===== src/rtl/smbc_pkg.sv =====
// ----------------------------------------------------------------------------
// smbc_pkg
// Shared types and constants for the shift motor bridge control unit.
// ----------------------------------------------------------------------------
package smbc_pkg;

  localparam int unsigned InTdataW  = 56;
  localparam int unsigned OutTdataW = 24;
  localparam int unsigned CfgIdxW   = 2;
  localparam int unsigned CfgDataW  = 32;

  // register indexes of the configuration port
  localparam logic [CfgIdxW-1:0] CfgStallLimitShort = 2'd0;
  localparam logic [CfgIdxW-1:0] CfgStallLimitLong  = 2'd1;
  localparam logic [CfgIdxW-1:0] CfgShortLimitTask  = 2'd2;

  localparam logic [31:0] StallLimitShortRst = 32'd199;
  localparam logic [31:0] StallLimitLongRst  = 32'd1999;
  localparam logic [7:0]  ShortLimitTaskRst  = 8'd2;

  // target codes
  localparam logic [7:0] TgtForward = 8'd0;
  localparam logic [7:0] TgtReverse = 8'd1;
  localparam logic [7:0] TgtArrived = 8'd2;

  // direction write commands
  localparam logic [1:0] DirWrKeep    = 2'd0;
  localparam logic [1:0] DirWrForward = 2'd1;
  localparam logic [1:0] DirWrReverse = 2'd2;
  localparam logic [1:0] DirWrClear   = 2'd3;

  // queued direction codes
  localparam logic [1:0] DirIdle    = 2'd0;
  localparam logic [1:0] DirForward = 2'd1;
  localparam logic [1:0] DirReverse = 2'd2;

  typedef struct packed {
    logic [31:0] stall_limit_short;
    logic [31:0] stall_limit_long;
    logic [7:0]  short_limit_task;
  } smbc_cfg_t;

  typedef struct packed {
    logic        target_write;
    logic [7:0]  new_target;
    logic [1:0]  dir_write;
    logic        encoder_level;
    logic [31:0] tick_now;
    logic [7:0]  task_id;
  } smbc_in_t;

  typedef struct packed {
    logic        pin_a_level;
    logic        pin_b_level;
    logic [7:0]  gear_position;
    logic        running;
    logic        arrived_pulse;
    logic        demote_task;
    logic [7:0]  target_now;
  } smbc_out_t;

  typedef struct packed {
    logic [7:0]  target_code;
    logic [1:0]  queued_direction;
    logic        encoder_mirror;
    logic [7:0]  gear_count;
    logic        stall_flag;
    logic        window_latched;
    logic [31:0] window_start;
    logic        drive_on;
    logic        pin_a;
    logic        pin_b;
  } smbc_state_t;

  localparam smbc_state_t StateRst = '{
    target_code:      TgtArrived,
    queued_direction: DirIdle,
    encoder_mirror:   1'b0,
    gear_count:       8'd0,
    stall_flag:       1'b0,
    window_latched:   1'b0,
    window_start:     32'd0,
    drive_on:         1'b0,
    pin_a:            1'b0,
    pin_b:            1'b0
  };

endpackage


===== src/rtl/smbc_cfg_regs.sv =====
// ----------------------------------------------------------------------------
// smbc_cfg_regs
// Stall limit and short-limit task registers behind the plain write port.
// ----------------------------------------------------------------------------
module smbc_cfg_regs import smbc_pkg::*; (
  input  logic                clk_i,
  input  logic                rst_ni,
  input  logic                cfg_we_i,
  input  logic [CfgIdxW-1:0]  cfg_idx_i,
  input  logic [CfgDataW-1:0] cfg_data_i,
  output smbc_cfg_t           cfg_o
);

  smbc_cfg_t cfg_q;

  always_ff @(posedge clk_i or negedge rst_ni) begin
    if (!rst_ni) begin
      cfg_q.stall_limit_short <= StallLimitShortRst;
      cfg_q.stall_limit_long  <= StallLimitLongRst;
      cfg_q.short_limit_task  <= ShortLimitTaskRst;
    end else if (cfg_we_i) begin
      case (cfg_idx_i)
        CfgStallLimitShort: cfg_q.stall_limit_short <= cfg_data_i;
        CfgStallLimitLong:  cfg_q.stall_limit_long  <= cfg_data_i;
        CfgShortLimitTask:  cfg_q.short_limit_task  <= cfg_data_i[7:0];
        default: ;
      endcase
    end
  end

  assign cfg_o = cfg_q;

endmodule


===== src/rtl/smbc_pass_logic.sv =====
// ----------------------------------------------------------------------------
// smbc_pass_logic
// One control-loop pass: target and direction load, bridge drive, encoder
// edge counting, stall window check and brake on stall.
// ----------------------------------------------------------------------------
module smbc_pass_logic import smbc_pkg::*; (
  input  smbc_state_t state_i,
  input  smbc_in_t    item_i,
  input  smbc_cfg_t   cfg_i,
  output smbc_state_t state_o,
  output smbc_out_t   result_o
);

  smbc_state_t st;
  logic        drive;
  logic        short_task;
  logic [31:0] limit;
  logic [31:0] elapsed;
  logic        arrived;

  assign short_task = (item_i.task_id == cfg_i.short_limit_task);
  assign limit      = short_task ? cfg_i.stall_limit_short : cfg_i.stall_limit_long;

  always_comb begin
    st      = state_i;
    arrived = 1'b0;
    elapsed = 32'd0;

    if (item_i.target_write) begin
      st.target_code = item_i.new_target;
    end
    case (item_i.dir_write)
      DirWrForward: st.queued_direction = DirForward;
      DirWrReverse: st.queued_direction = DirReverse;
      DirWrClear:   st.queued_direction = DirIdle;
      default: ;
    endcase

    drive = (st.target_code == TgtForward) || (st.target_code == TgtReverse);

    if (drive) begin
      st.pin_a = (st.target_code == TgtForward);
      st.pin_b = (st.target_code != TgtForward);
      // encoder edge moves the gear counter only with a queued direction
      if (item_i.encoder_level != st.encoder_mirror) begin
        if (st.queued_direction == DirForward) begin
          st.gear_count     = st.gear_count - 8'd1;
          st.window_latched = 1'b0;
        end else if (st.queued_direction == DirReverse) begin
          st.gear_count     = st.gear_count + 8'd1;
          st.window_latched = 1'b0;
        end
        st.encoder_mirror = item_i.encoder_level;
      end
      st.drive_on = 1'b1;
      if (!st.window_latched) begin
        st.window_start   = item_i.tick_now;
        st.window_latched = 1'b1;
      end
      elapsed = item_i.tick_now - st.window_start;
      if (elapsed > limit) begin
        st.stall_flag = 1'b1;
      end
    end

    // brake; a stall pending while arrived waits for another target
    if (st.stall_flag && (st.target_code != TgtArrived)) begin
      st.target_code      = TgtArrived;
      st.pin_a            = 1'b1;
      st.pin_b            = 1'b1;
      st.drive_on         = 1'b0;
      arrived             = 1'b1;
      st.queued_direction = DirIdle;
      st.stall_flag       = 1'b0;
      st.window_latched   = 1'b0;
    end
  end

  assign state_o = st;

  assign result_o.pin_a_level   = st.pin_a;
  assign result_o.pin_b_level   = st.pin_b;
  assign result_o.gear_position = st.gear_count;
  assign result_o.running       = st.drive_on;
  assign result_o.arrived_pulse = arrived;
  assign result_o.demote_task   = arrived & short_task;
  assign result_o.target_now    = st.target_code;

endmodule


===== src/rtl/shift_motor_bridge_control_unit.sv =====
// ----------------------------------------------------------------------------
// shift_motor_bridge_control_unit
// a result is in the output register in the cycle after its transaction is accepted
// throughput: one item per cycle while results are taken, set by the state update loop
// an occupied output register that is not taken holds off the input side
// reset: asynchronous active low; target arrived, direction idle, pins low,
// counters and stall window cleared, limits back to 199 / 1999, task 2
// ----------------------------------------------------------------------------
module shift_motor_bridge_control_unit import smbc_pkg::*; (
  input  logic                 clk_i,
  input  logic                 rst_ni,
  // slave side
  input  logic                 s_axis_tvalid,
  output logic                 s_axis_tready,
  // target_write, new_target[7:0], dir_write[1:0], encoder_level,
  // tick_now[31:0], task_id[7:0], zero fill
  input  logic [InTdataW-1:0]  s_axis_tdata,
  // master side
  output logic                 m_axis_tvalid,
  input  logic                 m_axis_tready,
  // pin_a_level, pin_b_level, gear_position[7:0], running, arrived_pulse,
  // demote_task, target_now[7:0], zero fill
  output logic [OutTdataW-1:0] m_axis_tdata,
  // configuration
  input  logic                 cfg_we_i,
  input  logic [CfgIdxW-1:0]   cfg_idx_i,
  input  logic [CfgDataW-1:0]  cfg_data_i
);

  smbc_cfg_t   cfg;
  smbc_in_t    item;
  smbc_state_t state_q, state_d;
  smbc_out_t   result_d, result_q;
  logic        out_valid_q;
  logic        accept;

  smbc_cfg_regs u_cfg (
    .clk_i      (clk_i),
    .rst_ni     (rst_ni),
    .cfg_we_i   (cfg_we_i),
    .cfg_idx_i  (cfg_idx_i),
    .cfg_data_i (cfg_data_i),
    .cfg_o      (cfg)
  );

  assign item.target_write  = s_axis_tdata[0];
  assign item.new_target    = s_axis_tdata[8:1];
  assign item.dir_write     = s_axis_tdata[10:9];
  assign item.encoder_level = s_axis_tdata[11];
  assign item.tick_now      = s_axis_tdata[43:12];
  assign item.task_id       = s_axis_tdata[51:44];

  smbc_pass_logic u_pass (
    .state_i  (state_q),
    .item_i   (item),
    .cfg_i    (cfg),
    .state_o  (state_d),
    .result_o (result_d)
  );

  assign s_axis_tready = !out_valid_q || m_axis_tready;
  assign accept        = s_axis_tvalid && s_axis_tready;

  always_ff @(posedge clk_i or negedge rst_ni) begin
    if (!rst_ni) begin
      state_q     <= StateRst;
      out_valid_q <= 1'b0;
    end else begin
      if (accept) begin
        state_q <= state_d;
      end
      if (accept) begin
        out_valid_q <= 1'b1;
      end else if (m_axis_tready) begin
        out_valid_q <= 1'b0;
      end
    end
  end

  always_ff @(posedge clk_i) begin
    if (accept) begin
      result_q <= result_d;
    end
  end

  assign m_axis_tvalid = out_valid_q;
  assign m_axis_tdata  = {3'b000,
                          result_q.target_now,
                          result_q.demote_task,
                          result_q.arrived_pulse,
                          result_q.running,
                          result_q.gear_position,
                          result_q.pin_b_level,
                          result_q.pin_a_level};

`ifndef NO_ASSERTIONS
  // a demotion only comes with a brake
  assert property (@(posedge clk_i) disable iff (!rst_ni)
    m_axis_tvalid |-> (!result_q.demote_task || result_q.arrived_pulse))
    else $error("demote without arrival");

  // a brake leaves the bridge stopped, both pins high, target arrived
  assert property (@(posedge clk_i) disable iff (!rst_ni)
    (m_axis_tvalid && result_q.arrived_pulse) |->
      (!result_q.running && result_q.pin_a_level && result_q.pin_b_level &&
       (result_q.target_now == TgtArrived)))
    else $error("brake result inconsistent");

  // the reported target is the one held in state
  assert property (@(posedge clk_i) disable iff (!rst_ni)
    m_axis_tvalid |-> (result_q.target_now == state_q.target_code))
    else $error("target out of step with state");

  // the output register never blocks input while empty
  assert property (@(posedge clk_i) disable iff (!rst_ni)
    !out_valid_q |-> s_axis_tready)
    else $error("ready low with empty output");

  // the state only changes on an accepted transaction
  assert property (@(posedge clk_i) disable iff (!rst_ni)
    !accept |=> $stable(state_q))
    else $error("state moved without a transaction");
`endif

endmodule

===== config.mk =====
export PLATFORM = sky130hd
export DESIGN_NAME = shift_motor_bridge_control_unit
export DESIGN_NICKNAME = d
export VERILOG_FILES = /design/src/rtl/smbc_pkg.sv /design/src/rtl/smbc_cfg_regs.sv /design/src/rtl/smbc_pass_logic.sv /design/src/rtl/shift_motor_bridge_control_unit.sv
export SDC_FILE = /design/constraint.sdc
export NUM_CORES = 1
export LEC_CHECK = 0
export BUFFER_PORTS_ARGS = -buffer_cell sky130_fd_sc_hd__buf_2
export CAP_MARGIN = 10
export CELL_PAD_IN_SITES_DETAIL_PLACEMENT = 1
export CELL_PAD_IN_SITES_GLOBAL_PLACEMENT = 1
export CORE_MARGIN = 8
export CORE_UTILIZATION = 47
export CTS_CLUSTER_DIAMETER = 100
export DETAILED_ROUTE_END_ITERATION = 10
export GPL_TIMING_DRIVEN = 1
export MAX_ROUTING_LAYER = met4
export PLACE_DENSITY_LB_ADDON = 0.1
export SLEW_MARGIN = 5
export SYNTH_ARGS = -nofsm -noshare
export SYNTH_HDL_FRONTEND = slang
export SYNTH_HIERARCHICAL = 1
export SYNTH_SLANG_ARGS = --single-unit

===== constraint.sdc =====
create_clock -name clk_i -period 8.1 [get_ports clk_i]
set_input_delay 1.215 -clock clk_i [delete_from_list [all_inputs] [get_ports clk_i]]
set_output_delay 1.215 -clock clk_i [all_outputs]
set_load 0.02 [all_outputs]

==> out/qor.csv <==
metric,value,unit
outcome,completed,
Combinational Power Share,45.3,%
syn_area_per_cell,10.9,um^2
register area,3880,um^2
RSZ-0062 raised after global routing,no,
Internal,2.21,mW
synthesized instance count,912,
Yosys warnings,6,
Synth Flop Type,dfrtp_1,
synthesized area,9910,um^2
cts hold-fix bufs,0,
Worst R2R End,state_q[47],
"slowest stage delay, CP",0.66,ns
layout cells sized above 1,31.5,%
first-pass GRT wire length,40000,um
row cnt,53,
Die X,161,um
final setup TNS,0,ns
sequential share of power,31.6,%
vias per std cell,5.60,
Final ANT Viol Nets,0,
CP max FO,11,
total gr overflow,0,
# clock sinks,150,
Final Cell Area,11200,um^2
setup bufs post-CTS,0,
CP startpoint,s_axis_tdata[9],
post-CTS sizing,0,
total I/O pin count,121,
clock power share,23.1,%
area delta synth->final,12.6,%
DP Wirelength,17600,um
initial core utilization,47.5,%
Fin. Hold Viols,0,
CP endpoint kind,register,
final setup skew,0.0134,ns
Worst Reg-to-Reg Cells,25,
Vias,7198,
"Max stage delay cell, worst path",a2111oi_0,
Worst EP required,8.46,ns
top post-synthesis cells by area,"dfrtp_1, mux2_2, ha_1, mux2i_1, edfxtp_1",
# fillers,2306,
initial antenna violation count,0,
first-iteration detailed-routing DRC count,226,
sequential fraction of the synthesis area,39.1,%
Nets,1152,
vias in the first global route,7782,
First-pass DRT Iterations,4,
Residual DRC,0,
Total GRT Usage,19.4,%
Crit Path Class,input pin to register,
drt wl/cell,18.6,um
Routed WL,23900,um
H-tree Lvls,4,
"flops & latches, synth",150,
fin crit share,89.4,%
clock-pin slew on the worst setup and hold paths,0.06,ns
# setup viols final,0,
Max Root-Sink Buffers,2,
Pleak,5.09,nW
MaxCap Viol Count,0,
port bufs,113,
Reg2Reg Launch Point,state_q[45],
final worst path period need,7.24,ns
"commonest non-fill, non-tap cell in the layout",dfrtp_1,
post-synthesis async set-or-reset flop share,86.0,%
Switching Fraction,38.2,%
ant diodes,0,
PD cells,321,nW/um^2
leading area contributor after synthesis,dfrtp_1,
CTS Root Cell,clkbuf_16,
pin count of the biggest net entering global routing,82,
Hold WS,0.505,ns
CP endpoint,state_q[47],
CTS tree,built,
maximum vdd ir drop,0.000162,V
most frequent cells in the layout,"dfrtp_1, buf_2, mux2_2",
"Slew Viols, Final",0,
Synth cell types,72,
"Data arrival, critical path",7.60,ns
placer congestion estimate,0.842,
Yosys top cell area share,28.5,%
fmax,138,MHz
area occupied by multi-input gates,5630,um^2
startpoint types,input pin,
TritonCTS Buffers,17,
number of flops mapped to enable cells by yosys,21,
R2R setup slack,1.41,ns
Die Span Y,161,um
max_slew headroom,32.5,%
core region area,20900,um^2
worst-margin pin slew,1.01,ns
Worst Hold Class,register to register,
Net Switching,1.37,mW
dpl cell area,10500,um^2
clock latency on the worst-skew pair,0.43,ns
die area,26000,um^2
-- cell families (layout without fill, tap and decap cells) --
logic type	Yosys count	in the layout	synth area share (%)
AO/OA/AOI/OAI	177	177	11.6
AND/OR/NAND/NOR	200	200	9.65
multiplexers	200	200	23.0
adder cells (fa/ha/maj)	61	61	7.67
XOR/XNOR	49	49	4.40
buffers and inverters	74	170	4.44
other	1	3	0.0378
flip-flops	150	150	39.1
-- per-stage QoR --
stage | cells | setup slack, ns | utilization [%] | power [mW]
floorplan | 914 | 1.75 | - | 2.40
global placement | 1253 | 0.602 | 50.5 | 2.71
detailed placement | 1253 | 0.511 | 50.5 | 2.77
CTS | 1285 | 0.854 | 53.5 | 3.62
global route | 1285 | 0.198 | 53.5 | 3.86
finish | 1285 | 0.861 | 53.5 | 3.58
-- area by class of cell --
cell class	count	share of cell area, %
multi-input combinational	690	50.5
sequential	150	34.7
timing repair buffer	121	5.63
clock buffer	19	4.16
tap	275	3.08
clock inverter	13	1.37
inverter	17	0.571
-- power groups by stage --
stage / Clock, mW / Sequential (mW) / Combinational, mW
3_5_place_dp: 0 / 1.15 / 1.62
5_1_grt: 0.874 / 1.16 / 1.82
6_report: 0.827 / 1.13 / 1.62
2_1_floorplan: 0 / 1.12 / 1.28
4_1_cts: 0.849 / 1.13 / 1.64
3_3_place_gp: 0 / 1.13 / 1.58
-- worst min-delay path by stage --
stage                    startpoint              end  slack [ns]  cells after the start
global placement    u_cfg/cfg_o[70]  u_cfg/cfg_o[70]        0.47                      1
detailed placement  u_cfg/cfg_o[70]  u_cfg/cfg_o[70]        0.48                      1
CTS                 u_cfg/cfg_o[70]  u_cfg/cfg_o[70]        0.50                      1
global route        u_cfg/cfg_o[71]  u_cfg/cfg_o[71]        0.52                      1
floorplan           u_cfg/cfg_o[70]  u_cfg/cfg_o[70]        0.46                      1
finish              u_cfg/cfg_o[20]  u_cfg/cfg_o[20]        0.51                      1
-- state kept, by name, indices dropped and copies added (netlist names) --
signal         flops
state_q           56
u_cfg/cfg_o       72
m_axis_tdata      21
m_axis_tvalid      1
-- cell usage after synthesis (5+ instances only) --
cell / n
nand2_1: 46
o21a_1: 5
and2_1: 5
mux2i_1: 63
a211oi_1: 5
mux2_2: 106
a21oi_1: 71
nand3_1: 16
ha_1: 60
dfrtp_1: 113
inv_1: 17
nor3_1: 13
xnor2_1: 28
nand2b_1: 12
nor2_1: 72
o21bai_1: 7
a31oi_1: 10
buf_4: 24
mux2_4: 29
xor2_1: 20
buf_6: 9
edfxtp_1: 21
a21o_1: 21
o21ai_0: 21
clkbuf_1: 17
nor2b_1: 8
o211ai_1: 6
dfstp_2: 16
nand4_1: 10
-- routing by layer --
layer  share of wire [%]  track usage (%)  vias up
met5                   0                -        -
met4                 1.3             4.67        0
met3                 2.7             3.46       21
met2                  53             34.7      102
met1                  43             22.2     3597
li1                    -                -     3478
-- worst max-delay path, delay by kind of cell --
kind,cells,cell delay (ns)
compound gates,9,2.41
simple gates,8,1.94
buf+inv,4,0.79
mux,3,0.64
fa+ha+maj,2,0.59
No activity file was read; power rests on OpenSTA's default activity.
